--- config.mk ---
export PLATFORM = sky130hd
export DESIGN_NAME = supply_voltage_tracker
export DESIGN_NICKNAME = d
export VERILOG_FILES = /design/src/rtl/core/svt_pkg.sv /design/src/rtl/core/supply_voltage_tracker.sv /design/src/rtl/core/svt_cfg_regs.sv /design/src/rtl/core/svt_step.sv
export SDC_FILE = /design/constraint.sdc
export NUM_CORES = 1
export LEC_CHECK = 0
export BUFFER_PORTS_ARGS = -buffer_cell sky130_fd_sc_hd__buf_2
export CAP_MARGIN = 20
export CORE_ASPECT_RATIO = 2
export CORE_MARGIN = 4
export CORE_UTILIZATION = 60
export DETAILED_ROUTE_END_ITERATION = 12
export PLACE_DENSITY_LB_ADDON = 0.08
export SYNTH_ARGS = -nofsm -noshare
export SYNTH_HDL_FRONTEND = slang
export SYNTH_SLANG_ARGS = --single-unit
--- constraint.sdc ---
create_clock -name clk_i -period 14.28 [get_ports clk_i]
set_input_delay 2.856 -clock clk_i [delete_from_list [all_inputs] [get_ports clk_i]]
set_output_delay 2.856 -clock clk_i [all_outputs]
set_load 0.03 [all_outputs]
--- src/rtl/core/svt_pkg.sv ---
// ----------------------------------------------------------------------------
// svt_pkg: shared types and constants of the supply voltage tracker
// Register indexes, register reset values, and the structs that pass
// configuration, tracker state and results between the modules.
// ----------------------------------------------------------------------------
package svt_pkg;

  localparam int unsigned CodeW = 8;
  localparam int unsigned VoteW = 8;
  localparam int unsigned VoteHighW = 7;
  localparam int unsigned CfgDataW = 8;

  typedef enum logic [1:0] {
    REG_VOTE_HIGH = 2'd0,
    REG_VOTE_LOW  = 2'd1,
    REG_CODE_MIN  = 2'd2,
    REG_CODE_MAX  = 2'd3
  } cfg_idx_e;

  localparam logic [VoteHighW-1:0] VoteHighRst = 7'd8;
  localparam logic signed [VoteW-1:0] VoteLowRst = -8'sd8;
  localparam logic [CodeW-1:0] CodeMinRst = 8'd0;
  localparam logic [CodeW-1:0] CodeMaxRst = 8'd255;

  typedef struct packed {
    logic [VoteHighW-1:0]    vote_high;
    logic signed [VoteW-1:0] vote_low;
    logic [CodeW-1:0]        code_min;
    logic [CodeW-1:0]        code_max;
  } cfg_t;

  typedef struct packed {
    logic signed [VoteW-1:0] vote_count;
    logic [CodeW-1:0]        code_now;
    logic [CodeW-1:0]        hist_newest;
    logic [CodeW-1:0]        hist_older;
  } trk_state_t;

  typedef struct packed {
    logic [CodeW-1:0] threshold_code;
    logic [CodeW-1:0] voltage_estimate;
    logic             stepped_down;
    logic             stepped_up;
  } result_t;

endpackage

--- src/rtl/core/supply_voltage_tracker.sv ---
// ----------------------------------------------------------------------------
// supply_voltage_tracker: tracking comparator voltage monitor
// Input beat to result beat passes two registers (input register, then
// result register). Throughput: one beat per cycle unless a stalled result
// blocks it; the tracker state is updated in the single step between them.
// Reset: code and history start at 0, vote count at 0, registers at defaults.
// ----------------------------------------------------------------------------
module supply_voltage_tracker (
  input  logic                         clk_i,
  input  logic                         rst_ni,
  input  logic                         cfg_we_i,
  input  svt_pkg::cfg_idx_e            cfg_idx_i,
  input  logic [svt_pkg::CfgDataW-1:0] cfg_wdata_i,
  input  logic                         in_valid_i,
  output logic                         in_stall_o,
  input  logic                         measure_enable_i,
  input  logic                         sample_first_i,
  input  logic                         sample_second_i,
  output logic                         out_valid_o,
  input  logic                         out_stall_i,
  output logic [svt_pkg::CodeW-1:0]    threshold_code_o,
  output logic [svt_pkg::CodeW-1:0]    voltage_estimate_o,
  output logic                         stepped_down_o,
  output logic                         stepped_up_o
);
  import svt_pkg::*;

  cfg_t       cfg;
  trk_state_t state_q;
  trk_state_t state_d;
  result_t    res_d;
  result_t    res_q;
  logic       in_vld_q;
  logic       en_q;
  logic       s1_q;
  logic       s2_q;
  logic       out_vld_q;
  logic       advance;
  logic       in_take;

  svt_cfg_regs u_cfg (
    .clk_i       (clk_i),
    .rst_ni      (rst_ni),
    .cfg_we_i    (cfg_we_i),
    .cfg_idx_i   (cfg_idx_i),
    .cfg_wdata_i (cfg_wdata_i),
    .cfg_o       (cfg)
  );

  svt_step u_step (
    .cfg_i            (cfg),
    .state_i          (state_q),
    .measure_enable_i (en_q),
    .sample_first_i   (s1_q),
    .sample_second_i  (s2_q),
    .state_o          (state_d),
    .result_o         (res_d)
  );

  // result register free or being drained this cycle
  assign advance    = !out_vld_q || !out_stall_i;
  assign in_stall_o = in_vld_q && !advance;
  assign in_take    = in_valid_i && !in_stall_o;

  always_ff @(posedge clk_i or negedge rst_ni) begin
    if (!rst_ni) begin
      in_vld_q <= 1'b0;
    end else if (in_take) begin
      in_vld_q <= 1'b1;
    end else if (advance) begin
      in_vld_q <= 1'b0;
    end
  end

  always_ff @(posedge clk_i) begin
    if (in_take) begin
      en_q <= measure_enable_i;
      s1_q <= sample_first_i;
      s2_q <= sample_second_i;
    end
  end

  always_ff @(posedge clk_i or negedge rst_ni) begin
    if (!rst_ni) begin
      state_q.vote_count  <= '0;
      state_q.code_now    <= CodeMinRst;
      state_q.hist_newest <= CodeMinRst;
      state_q.hist_older  <= CodeMinRst;
      out_vld_q           <= 1'b0;
    end else if (advance) begin
      out_vld_q <= in_vld_q;
      if (in_vld_q) begin
        state_q <= state_d;
      end
    end
  end

  always_ff @(posedge clk_i) begin
    if (advance && in_vld_q) begin
      res_q <= res_d;
    end
  end

  assign out_valid_o        = out_vld_q;
  assign threshold_code_o   = res_q.threshold_code;
  assign voltage_estimate_o = res_q.voltage_estimate;
  assign stepped_down_o     = res_q.stepped_down;
  assign stepped_up_o       = res_q.stepped_up;

endmodule

--- src/rtl/core/svt_cfg_regs.sv ---
// ----------------------------------------------------------------------------
// svt_cfg_regs: configuration register file
// Holds vote limits and code bounds, written through a plain write port.
// ----------------------------------------------------------------------------
module svt_cfg_regs (
  input  logic                            clk_i,
  input  logic                            rst_ni,
  input  logic                            cfg_we_i,
  input  svt_pkg::cfg_idx_e               cfg_idx_i,
  input  logic [svt_pkg::CfgDataW-1:0]    cfg_wdata_i,
  output svt_pkg::cfg_t                   cfg_o
);
  import svt_pkg::*;

  cfg_t cfg_q;

  always_ff @(posedge clk_i or negedge rst_ni) begin
    if (!rst_ni) begin
      cfg_q.vote_high <= VoteHighRst;
      cfg_q.vote_low  <= VoteLowRst;
      cfg_q.code_min  <= CodeMinRst;
      cfg_q.code_max  <= CodeMaxRst;
    end else if (cfg_we_i) begin
      unique case (cfg_idx_i)
        REG_VOTE_HIGH: cfg_q.vote_high <= cfg_wdata_i[VoteHighW-1:0];
        REG_VOTE_LOW:  cfg_q.vote_low  <= $signed(cfg_wdata_i[VoteW-1:0]);
        REG_CODE_MIN:  cfg_q.code_min  <= cfg_wdata_i[CodeW-1:0];
        REG_CODE_MAX:  cfg_q.code_max  <= cfg_wdata_i[CodeW-1:0];
        default: ;
      endcase
    end
  end

  assign cfg_o = cfg_q;

endmodule

--- src/rtl/core/svt_step.sv ---
// ----------------------------------------------------------------------------
// svt_step: one measurement tick of the tracker
// Saturating vote count, down/up code step with clamps, history shift and
// the estimate as the smaller history entry.
// ----------------------------------------------------------------------------
module svt_step (
  input  svt_pkg::cfg_t       cfg_i,
  input  svt_pkg::trk_state_t state_i,
  input  logic                measure_enable_i,
  input  logic                sample_first_i,
  input  logic                sample_second_i,
  output svt_pkg::trk_state_t state_o,
  output svt_pkg::result_t    result_o
);
  import svt_pkg::*;

  logic signed [VoteW:0] hi_ext;
  logic signed [VoteW:0] lo_ext;
  logic signed [VoteW:0] cnt_ext;
  logic signed [VoteW:0] cnt_step;
  logic                  down;
  logic                  up;
  trk_state_t            st_a;
  trk_state_t            st_b;

  always_comb begin
    hi_ext  = $signed({2'b00, cfg_i.vote_high});
    lo_ext  = $signed({cfg_i.vote_low[VoteW-1], cfg_i.vote_low});
    cnt_ext = $signed({state_i.vote_count[VoteW-1], state_i.vote_count});

    // move by one vote, then saturate at the limit in that direction
    cnt_step = cnt_ext;
    if (sample_first_i && sample_second_i) begin
      cnt_step = cnt_ext + 9'sd1;
      if (cnt_step > hi_ext) cnt_step = hi_ext;
    end
    if (!sample_first_i && !sample_second_i) begin
      cnt_step = cnt_ext - 9'sd1;
      if (cnt_step < lo_ext) cnt_step = lo_ext;
    end

    st_a = state_i;
    st_a.vote_count = cnt_step[VoteW-1:0];
    down = measure_enable_i && (cnt_step == hi_ext);
    if (down) begin
      st_a.code_now    = (state_i.code_now <= cfg_i.code_min) ? cfg_i.code_min
                                                              : state_i.code_now - 8'd1;
      st_a.hist_older  = state_i.hist_newest;
      st_a.hist_newest = st_a.code_now;
      st_a.vote_count  = '0;
    end

    // up check sees the counter as the down check left it
    st_b = st_a;
    up = measure_enable_i && ($signed({st_a.vote_count[VoteW-1], st_a.vote_count}) == lo_ext);
    if (up) begin
      st_b.code_now    = (st_a.code_now >= cfg_i.code_max) ? cfg_i.code_max
                                                           : st_a.code_now + 8'd1;
      st_b.hist_older  = st_a.hist_newest;
      st_b.hist_newest = st_b.code_now;
      st_b.vote_count  = '0;
    end

    state_o = measure_enable_i ? st_b : state_i;

    result_o.threshold_code   = state_o.code_now;
    result_o.voltage_estimate = (state_o.hist_older >= state_o.hist_newest) ?
                                state_o.hist_newest : state_o.hist_older;
    result_o.stepped_down     = down;
    result_o.stepped_up       = up;
  end

endmodule

==> flow_metrics.env, run 1 <==
export IMPL_detail_route_vias_per_cell=6.89
export IMPL_first_global_vias=6776
export IMPL_kind_of_path_behind_the_tightest_hold_check="reg2reg"
export IMPL_initialDrtViolationCount=344
export IMPL_final_min_period_over_clock_period_pct=77.0
export IMPL_num_vias=6517
export IMPL_crit_reg2reg_capture="voltage_estimate_o[5]"
export IMPL_worst_setup_hold_path_clk_slew_ns=0.07
export IMPL_slew_viol_final=0
export IMPL_post_synth_num_cell_types=83
export IMPL_clock_skew_final_ns=0.00634
export IMPL_transition_time_of_the_tightest_slew_check_pin_ns=0.881
export IMPL_detailed_place_hpwl_mm=18.7
export IMPL_die_h_um=162
export IMPL_drv_cap=0
export IMPL_worst_min_delay_path_endpoint="state_q[1]"
export IMPL_antenna_diode_count=0
export IMPL_finalWeightedCongestion=0.999
export IMPL_htree_num_levels=3
export IMPL_timing_critical_path_slowest_cell_delay_ns=0.81
export IMPL_final_period_minus_worst_setup_slack_ns=10.99
export IMPL_clock_tree_buffer_depth=2
export IMPL_totalWireLength_mm=24.5
export IMPL_globalRouteOverflowTotal=0
export IMPL_synth_edff_count=21
export IMPL_post_layout_total_power_mw=1.88
export IMPL_design_die_area_um2=13800
export IMPL_cp_data_required_time_ns=14.42
export IMPL_placement_io_buffers=37
export IMPL_final_nets=857
export IMPL_cts_resized=0
export IMPL_clock_fmax_mhz=91.0
export IMPL_clock_root_buffer="clkbuf_16"
export IMPL_io_pins=38
export IMPL_dpl_worst_slack_ns=3.58
export IMPL_synth_async_sr_flop_share_pct=75.6
export IMPL_maxSlewHeadroom_pct=41.1
export IMPL_hold_start="state_q[1]"
export IMPL_postSynthRegisterBits=86
export IMPL_cts_hold_buffers_added=0
export IMPL_drt_wirelength_per_cell_um=25.9
export IMPL_rr_worst_depth=37
export IMPL_post_route_util_pct=65.9
export IMPL_horiz_die_dim_um=85.2
export IMPL_cts_tree="built"
export IMPL_final_hold_violation_count=0
export IMPL_grt_start_max_net_pins=66
export IMPL_drt_pass1_iter_count=5
export IMPL_netlist_area_um2=7150
export IMPL_critPathSlowestCell="dfrtp_1"
export IMPL_timing_setup_tns_ns=0
export IMPL_floorplan_core_area_um2=11700
export IMPL_cts_repair_timing_setup_buffer_count=0
export IMPL_synth_main_ff_cell="dfrtp_1"
export IMPL_critical_path_peak_fanout=24
export IMPL_synth_area_per_cell_um2=9.13
export IMPL_result_of_the_run="finished, final reports clean"
export IMPL_first_pass_grt_wire_length_mm=37.7
export IMPL_synthesis_yosys_warnings=0
export IMPL_ratio_of_cells_with_drive_above_1_in_the_final_layout_pct=19.6
export IMPL_flow_area_growth_from_synthesis_pct=7.84
export IMPL_cts_num_sinks=86
export IMPL_synth_sequential_area_ratio_pct=31.8
export IMPL_worst_hold_path_num_cells=2
export IMPL_worst_ir_drop_vdd_uv=184
export IMPL_remaining_antenna_violation_count_after_routing=0
export IMPL_synth_net_count=844
export IMPL_grt_setup_unrepaired="false"
export IMPL_rr_startpoint="state_q[24]"
export IMPL_power_density_normalized_to_cell_area_nw_per_um2=243
export IMPL_grt_util_all_layers_pct=36.2
export IMPL_detail_route_drc_violations=0
export IMPL_cp_start_kind="flop"
export IMPL_critPathCaptureType="flop"
export IMPL_synth_cells=783
export IMPL_path_common_cell="a21o_1"
export IMPL_worstSkewPairLatency_ns=0.34
export IMPL_slack_of_the_critical_path_ns=3.29
export IMPL_power_leakage_nw=3.47
export IMPL_timing_worst_setup_path_type="reg2reg"
export IMPL_starting_density_pct=61.1
export IMPL_antenna_found_initial=0
export IMPL_arrival_time_at_the_worst_endpoint_ns=11.13
export IMPL_ff2ff_setup_slack_ns=3.29
export IMPL_rows=56
export IMPL_final_setup_viol_count=0
export IMPL_cts_buffers=9
==> synth_stat cells (6+ instances only) <==
cell type / instances / area share (%)
nor3_1: 8 / 0.56
inv_1: 54 / 2.8
nand2b_1: 8 / 0.70
a211oi_1: 17 / 1.8
a21o_1: 24 / 2.5
nand4_1: 8 / 0.70
o31ai_1: 7 / 0.73
dfstp_2: 14 / 5.1
a31oi_1: 10 / 0.87
a2111oi_0: 9 / 1.1
o21ai_1: 9 / 0.63
or2_2: 6 / 0.52
nor2b_1: 6 / 0.52
a211o_1: 7 / 0.86
mux2i_1: 31 / 4.3
nor2_1: 32 / 1.7
o211ai_1: 10 / 1.0
xor2_1: 12 / 1.5
o21ai_0: 30 / 2.1
xnor2_1: 13 / 1.6
or3_1: 9 / 0.79
dfrtp_1: 51 / 18
ha_1: 43 / 7.5
a21oi_1: 42 / 2.9
nor4_1: 14 / 1.2
and2_1: 13 / 1.1
buf_2: 8 / 0.56
clkbuf_1: 30 / 1.6
edfxtp_1: 21 / 8.8
nand3_1: 16 / 1.1
nand2_1: 66 / 3.5
and3_1: 6 / 0.52
mux2_2: 43 / 6.8
==> report_power, final <==
group	internal [mW]	switching, mW
clock	0.156	0.103
combinational	0.440	0.733
sequential	0.337	0.108
total	0.933	0.944
==> routing by layer <==
layer	global-route usage (%)	routed length [µm]
met3	4.76	969
met1	34.4	7930
met4	30.3	2280
met2	66.5	13300
met5	0	0
==> cell type report <==
cell class	instances	area [µm²]
sequential	86	2270
inverter	56	210
fill	945	3990
multi-input combinational	593	4430
clock buffer	9	225
timing repair buffer	50	283
clock inverter	7	103
tap	145	181
==> placed cells by master (no fill, tap or decap), drive strengths merged, types with 9 or more instances in the layout <==
cell and count:
a211oi 19, clkbuf 9, nand3 18, a21oi 42
mux2 44, and2 13, nand2 66, xor2 12
inv 60, a31oi 10, mux2i 31, dfstp 14
edfxtp 21, nor4 15, a21o 24, o211ai 11
buf 50, nor2 33, ha 43, a2111oi 11
or3 9, dfrtp 51, xnor2 13, o21ai 39
==> cell families (layout without fill, tap and decap cells) <==
family,Yosys count,count (layout),synth area share [%]
compound gates,227,227,23.3
fa+ha+maj,44,44,7.66
mux,75,75,11.3
xor+xnor,25,25,3.06
buf+inv,104,122,6.18
simple gates,222,222,16.7
flops,86,86,31.8
==> worst max path at each step <==
stage	startpoint	end	slack [ns]	cells past startpoint
global route	state_q[24]	voltage_estimate_o[5]	2.63	36
floorplan	state_q[24]	voltage_estimate_o[5]	5.23	40
finish	state_q[24]	voltage_estimate_o[5]	3.29	37
CTS	state_q[24]	voltage_estimate_o[5]	3.49	36
detailed placement	state_q[24]	voltage_estimate_o[5]	3.58	36
global placement	state_q[24]	voltage_estimate_o[5]	3.94	36
==> worst max-delay path: cells and delay by family (launching register included) <==
| family | cells | cell delay (ns) |
|---|---|---|
| and+or+nand+nor | 6 | 1.43 |
| AOI/OAI and AO/OA | 20 | 5.13 |
| buffers and inverters | 4 | 1.42 |
| adders and majority gates | 4 | 1.14 |
| muxes | 3 | 0.83 |
| DFF | 1 | 0.81 |
==> metrics by stage <==
| step | instance area, µm² | std cells | hold slack, ns |
|---|---|---|---|
| final | 7710 | 946 | 0.491 |
| after global placement | 7380 | 930 | 0.468 |
| after floorplan | 7150 | 783 | 0.456 |
| after CTS | 7710 | 946 | 0.490 |
| after detailed placement | 7380 | 930 | 0.477 |
| after global routing | 7710 | 946 | 0.512 |
==> flip-flops by register name, indices dropped and copies added (netlist names), 8 cells and up <==
signal / flops
threshold_code_o: 8
u_cfg.cfg_o: 31
voltage_estimate_o: 8
state_q: 32
No activity file was read; power rests on OpenSTA's default activity.
==> run 2: changes to the inputs <==
--- a/config.mk
+++ b/config.mk
@@ -9,7 +9,7 @@
 export CAP_MARGIN = 20
 export CORE_ASPECT_RATIO = 2
 export CORE_MARGIN = 4
-export CORE_UTILIZATION = 60
+export CORE_UTILIZATION = 57
 export DETAILED_ROUTE_END_ITERATION = 12
 export PLACE_DENSITY_LB_ADDON = 0.08
 export SYNTH_ARGS = -nofsm -noshare
==> constraint.sdc (replaced) <==
create_clock -name clk_i -period 9.05 [get_ports clk_i]
set_input_delay 1.81 -clock clk_i [delete_from_list [all_inputs] [get_ports clk_i]]
set_output_delay 1.81 -clock clk_i [all_outputs]
set_load 0.03 [all_outputs]
==> run 2 against run 1 <==
  * Register-to-register slack lost 2.9 ns
  * Global-route usage grew 0.42 points
  * Sequential share of layout area shrank 1.1 points
  * Largest cell class unchanged
  * Largest power group unchanged
==> flow_metrics.env, run 2 (same netlist as run 1, synthesis figures left out) <==
export IMPL_p_sw_share_pct=48.4
export IMPL_rows=57
export IMPL_rr_startpoint="state_q[26]"
export IMPL_power_leakage_nw=3.64
export IMPL_arrival_time_at_the_worst_endpoint_ns=8.76
export IMPL_final_setup_viol_count=0
export IMPL_final_period_minus_worst_setup_slack_ns=8.69
export IMPL_register_with_the_highest_flop_count="state_q"
export IMPL_detailed_place_hpwl_mm=19.6
export IMPL_grt_setup_unrepaired="false"
export IMPL_placement_io_buffers=37
export IMPL_drv_cap=0
export IMPL_crit_reg2reg_capture="voltage_estimate_o[7]"
export IMPL_dpl_worst_slack_ns=-0.0821
export IMPL_cts_hold_buffers_added=0
export IMPL_power_density_normalized_to_cell_area_nw_per_um2=395
export IMPL_clock_root_buffer="clkbuf_16"
export IMPL_timing_worst_setup_path_type="reg2reg"
export IMPL_ff_latch_area_um2=2270
export IMPL_post_place_cells=960
export IMPL_mostFrequentLayoutCells="nand2_1 (66), inv_1 (54), dfrtp_1 (51)"
export IMPL_final_instance_count_excl_fill=977
export IMPL_worst_hold_path_num_cells=1
export IMPL_die_h_um=166
export IMPL_cts_repair_timing_setup_buffer_count=0
export IMPL_post_layout_total_power_mw=3.16
export IMPL_cts_tree="built"
export IMPL_area_occupied_by_multi_input_gates_um2=4480
export IMPL_critPathCaptureType="flop"
export IMPL_largest_register_ff_count=32
export IMPL_cts_num_sinks=86
export IMPL_post_route_util_pct=65.7
export IMPL_drt_pass1_iter_count=5
export IMPL_final_hold_violation_count=0
export IMPL_hold_start="in_vld_q"
export IMPL_horiz_die_dim_um=87.2
export IMPL_share_comb_of_total_power_pct=64.8
export IMPL_final_nets=886
export IMPL_kind_of_path_behind_the_tightest_hold_check="reg2reg"
export IMPL_worst_ir_drop_vdd_uv=303
export IMPL_detail_route_drc_violations=0
export IMPL_worstSkewPairLatency_ns=0.34
export IMPL_antenna_diode_count=0
export IMPL_cts_buffers=9
export IMPL_first_pass_grt_wire_length_mm=39.7
export IMPL_num_vias=6843
export IMPL_cp_data_required_time_ns=9.12
export IMPL_path_common_cell="a21o_1"
export IMPL_transition_time_of_the_tightest_slew_check_pin_ns=0.899
export IMPL_clock_network_fraction_of_total_power_pct=14.5
export IMPL_critPathSlowestCell="or3_1"
export IMPL_intPower_mw=1.63
export IMPL_timing_critical_path_slowest_cell_delay_ns=0.50
export IMPL_clock_tree_buffer_depth=2
export IMPL_htree_num_levels=3
export IMPL_seqPwrFrac_pct=20.7
export IMPL_postPlaceCellArea_um2=7600
export IMPL_count_of_filler_cells_inserted_in_the_layout=960
export IMPL_layout_cells_most_common="nand2_1"
export IMPL_postLayoutCellArea_um2=8020
export IMPL_slew_viol_final=0
export IMPL_grt_start_max_net_pins=66
export IMPL_globalRouteOverflowTotal=0
export IMPL_antenna_found_initial=0
export IMPL_finalWeightedCongestion=1.02
export IMPL_critical_path_peak_fanout=10
export IMPL_clock_skew_final_ns=0.00836
export IMPL_final_min_period_over_clock_period_pct=96.0
export IMPL_rr_worst_depth=35
export IMPL_slack_of_the_critical_path_ns=0.363
export IMPL_flow_area_growth_from_synthesis_pct=12.1
export IMPL_clock_fmax_mhz=115
export IMPL_timing_setup_tns_ns=0
export IMPL_worst_hold_slack_ns=0.510
export IMPL_worst_min_delay_path_endpoint="out_valid_o"
export IMPL_result_of_the_run="finished, final reports clean"
export IMPL_design_die_area_um2=14500
export IMPL_maxSlewHeadroom_pct=39.9
export IMPL_worst_setup_hold_path_clk_slew_ns=0.07
export IMPL_totalWireLength_mm=25.9
export IMPL_io_pins=38
export IMPL_power_switching_mw=1.53
export IMPL_floorplan_core_area_um2=12200
export IMPL_detail_route_vias_per_cell=7.00
export IMPL_grt_util_all_layers_pct=36.6
export IMPL_starting_density_pct=58.6
export IMPL_initialDrtViolationCount=537
export IMPL_ratio_of_cells_with_drive_above_1_in_the_final_layout_pct=22.9
export IMPL_ff2ff_setup_slack_ns=0.36
export IMPL_cp_start_kind="flop"
export IMPL_remaining_antenna_violation_count_after_routing=0
export IMPL_first_global_vias=7137
export IMPL_drt_wirelength_per_cell_um=26.5
==> run 2: changes by cell type in the layout (fill, tap and decap cells not counted), sizes merged <==
cell,previous run,this run
buf,50,79
clkbuf,9,10
bufinv,2,4
inv,60,56
clkinv,1,2
==> run 2: timing repair <==
action                     CTS  global route
setup endpoints to repair    8             8
pin swaps                    0             1
resized for setup            1             7
==> run 2: power by group through the flow <==
stage          sequential, mW  clock [mW]  combinational, mW
2_1_floorplan           0.651           0               1.32
3_3_place_gp            0.648           0               1.91
3_5_place_dp            0.653           0               1.94
4_1_cts                 0.648       0.461               1.97
5_1_grt                 0.664       0.479               2.19
6_report                0.657       0.459               2.05
==> run 2: layout make-up <==
class / count / area share (%)
Multi-Input combinational cell: 593 / 55.9
Inverter: 56 / 2.62
Tap cell: 147 / 2.29
Clock inverter: 6 / 1.65
Clock buffer: 10 / 2.98
Timing Repair Buffer: 79 / 6.21
Sequential cell: 86 / 28.4
==> run 2: worst max path at each step <==
| stage | from | endpoint | slack (ns) |
|---|---|---|---|
| after floorplan | state_q[24] | voltage_estimate_o[5] | 0.07 |
| after global placement | state_q[26] | voltage_estimate_o[7] | 0.09 |
| after detailed placement | state_q[26] | voltage_estimate_o[7] | -0.08 |
| after CTS | state_q[26] | voltage_estimate_o[7] | 0.004 |
| after global routing | state_q[26] | voltage_estimate_o[7] | 0.01 |
| final | state_q[26] | voltage_estimate_o[7] | 0.36 |
==> run 2: routing by layer <==
layer	track usage, %	share of wire (%)	vias up
li1	-	-	3026
met1	33.9	30	3285
met2	65.7	53	378
met3	5.81	5.8	154
met4	31.7	11	0
met5	0	0	-
==> run 2: critical path, delay by kind of cell, from the launching register on <==
kind            cells  cell delay (ns)
simple gates        6             1.65
fa+ha+maj           3             0.81
compound gates     19             4.08
flops               1             0.38
buf+inv             4             0.68
mux                 3             0.79
==> run 3: changes to the inputs <==
--- a/config.mk
+++ b/config.mk
@@ -9,7 +9,7 @@
 export CAP_MARGIN = 20
 export CORE_ASPECT_RATIO = 2
 export CORE_MARGIN = 4
-export CORE_UTILIZATION = 57
+export CORE_UTILIZATION = 60
 export DETAILED_ROUTE_END_ITERATION = 12
 export PLACE_DENSITY_LB_ADDON = 0.08
 export SYNTH_ARGS = -nofsm -noshare
==> constraint.sdc (replaced) <==
create_clock -name clk_i -period 9.8 [get_ports clk_i]
set_input_delay 1.96 -clock clk_i [delete_from_list [all_inputs] [get_ports clk_i]]
set_output_delay 1.96 -clock clk_i [all_outputs]
set_load 0.03 [all_outputs]
==> run 3 against run 2 <==
  * Wire length down 6.7%
  * Cell count down 2.1%
  * Final area down 2.8%
  * Non-clock buffer count down 19
  * Global-route usage down 1.2 points
  * Count of clock-buffer cells in the layout up 1
  * Via count down 3.2%
  * Worst setup slack better by 0.24 ns
  * Sequential power down 5.2%
  * Clock skew up 0.00077 ns
==> flow_metrics.env, run 3 (same netlist as run 1, synthesis figures left out) <==
export IMPL_count_of_filler_cells_inserted_in_the_layout=958
export IMPL_ratio_of_cells_with_drive_above_1_in_the_final_layout_pct=21.0
export IMPL_finalWeightedCongestion=1.07
export IMPL_io_pins=38
export IMPL_drt_pass1_iter_count=5
export IMPL_post_route_util_pct=66.6
export IMPL_power_leakage_nw=3.51
export IMPL_kind_of_path_behind_the_tightest_hold_check="reg2reg"
export IMPL_intPower_mw=1.39
export IMPL_antenna_diode_count=0
export IMPL_detail_route_drc_violations=0
export IMPL_flow_area_growth_from_synthesis_pct=8.96
export IMPL_slack_of_the_critical_path_ns=0.606
export IMPL_mostFrequentLayoutCells="nand2_1 (66), inv_1 (54), dfrtp_1 (50)"
export IMPL_timing_setup_tns_ns=0
export IMPL_globalRouteOverflowTotal=0
export IMPL_transition_time_of_the_tightest_slew_check_pin_ns=0.894
export IMPL_arrival_time_at_the_worst_endpoint_ns=9.25
export IMPL_drv_cap=0
export IMPL_remaining_antenna_violation_count_after_routing=0
export IMPL_detail_route_vias_per_cell=6.93
export IMPL_postPlaceCellArea_um2=7460
export IMPL_clock_root_buffer="clkbuf_16"
export IMPL_path_common_cell="a21o_1"
export IMPL_share_comb_of_total_power_pct=64.2
export IMPL_worst_ir_drop_vdd_uv=283
export IMPL_first_pass_grt_wire_length_mm=37.2
export IMPL_critical_path_peak_fanout=14
export IMPL_worst_setup_hold_path_clk_slew_ns=0.06
export IMPL_register_with_the_highest_flop_count="state_q"
export IMPL_cts_tree="built"
export IMPL_grt_start_max_net_pins=66
export IMPL_p_sw_share_pct=49.4
export IMPL_cts_buffers=9
export IMPL_num_vias=6627
export IMPL_critPathSlowestCell="dfrtp_2"
export IMPL_result_of_the_run="finished, final reports clean"
export IMPL_final_setup_viol_count=0
export IMPL_dpl_worst_slack_ns=0.356
export IMPL_drt_wirelength_per_cell_um=25.3
export IMPL_timing_critical_path_slowest_cell_delay_ns=0.52
export IMPL_grt_setup_unrepaired="false"
export IMPL_power_switching_mw=1.36
export IMPL_layout_cells_most_common="nand2_1"
export IMPL_clock_fmax_mhz=109
export IMPL_largest_register_ff_count=32
export IMPL_final_period_minus_worst_setup_slack_ns=9.19
export IMPL_grt_util_all_layers_pct=35.5
export IMPL_detailed_place_hpwl_mm=18.7
export IMPL_cp_start_kind="flop"
export IMPL_initialDrtViolationCount=406
export IMPL_timing_worst_setup_path_type="reg2reg"
export IMPL_area_occupied_by_multi_input_gates_um2=4450
export IMPL_totalWireLength_mm=24.2
export IMPL_critPathCaptureType="flop"
export IMPL_die_h_um=162
export IMPL_cts_num_sinks=86
export IMPL_final_nets=867
export IMPL_cp_data_required_time_ns=9.86
export IMPL_ff_latch_area_um2=2280
export IMPL_worstSkewPairLatency_ns=0.34
export IMPL_slew_viol_final=0
export IMPL_htree_num_levels=3
export IMPL_design_die_area_um2=13800
export IMPL_antenna_found_initial=0
export IMPL_postLayoutCellArea_um2=7790
export IMPL_power_density_normalized_to_cell_area_nw_per_um2=354
export IMPL_maxSlewHeadroom_pct=39.7
export IMPL_seqPwrFrac_pct=22.6
export IMPL_clock_skew_final_ns=0.00913
export IMPL_starting_density_pct=61.1
export IMPL_rows=56
export IMPL_clock_network_fraction_of_total_power_pct=13.2
export IMPL_placement_io_buffers=37
export IMPL_clock_tree_buffer_depth=2
export IMPL_final_min_period_over_clock_period_pct=93.8
export IMPL_first_global_vias=6841
export IMPL_final_hold_violation_count=0
export IMPL_floorplan_core_area_um2=11700
export IMPL_horiz_die_dim_um=85.2
==> run 3: worst max-delay path, delay by kind of cell, from the launching register on <==
kind                       cells  cell delay (ns)
AOI/OAI and AO/OA             21             4.71
adders and majority gates      4             1.24
and+or+nand+nor                5             1.04
buffers and inverters          4             0.82
muxes                          2             0.57
DFF                            1             0.52
==> run 3: stage by stage <==
| step | total power, mW | hold WS [ns] | cells |
|---|---|---|---|
| finish | 2.75 | 0.513 | 956 |
| global route | 2.92 | 0.535 | 956 |
| CTS | 2.69 | 0.510 | 956 |
| detailed placement | 2.31 | 0.485 | 940 |
| global placement | 2.28 | 0.476 | 940 |
| floorplan | 1.81 | 0.456 | 783 |
==> run 3: area by class of cell <==
type | instances | area share, %
multi-input combinational | 593 | 57.1
timing repair buffer | 60 | 4.59
tap | 145 | 2.33
clock inverter | 5 | 1.04
sequential | 86 | 29.2
inverter | 56 | 2.70
clock buffer | 11 | 2.99
==> run 3: power by group through the flow <==
| stage | combinational (mW) | sequential, mW | clock, mW |
|---|---|---|---|
| final | 1.77 | 0.623 | 0.363 |
| after global routing | 1.90 | 0.633 | 0.381 |
| after CTS | 1.71 | 0.614 | 0.367 |
| after detailed placement | 1.69 | 0.619 | 0 |
| after global placement | 1.66 | 0.614 | 0 |
| after floorplan | 1.21 | 0.601 | 0 |
==> run 3: timing repair <==
action / 4_1_cts / 5_1_grt
resized for setup: 0 / 6
setup endpoints to repair: 0 / 8
hold buffers: 0 / 0
buffers inserted: 0 / 0
==> run 3: worst paths after layout <==
path / to / slack, ns / cells past startpoint / start
max in group asynchronous: state_q[24] / 7.37 / 2 / rst_ni
worst min-delay path: state_q[1] / 0.51 / 2 / state_q[1]
worst min register to register: state_q[1] / 0.51 / 2 / state_q[1]
worst max-delay path: voltage_estimate_o[7] / 0.61 / 36 / state_q[24]
worst max register to register: voltage_estimate_o[7] / 0.61 / 36 / state_q[24]
min in group asynchronous: state_q[7] / 1.80 / 2 / rst_ni
==> run 3: metal layers <==
metal	part of all wire, %	global-route usage (%)	wire length, µm	vias to the layer above
li1	-	-	-	2989
met1	32	33.3	7690	3169
met2	53	65.0	12900	326
met3	4.3	4.61	1040	143
met4	11	30.8	2580	0
met5	0	0	0	-
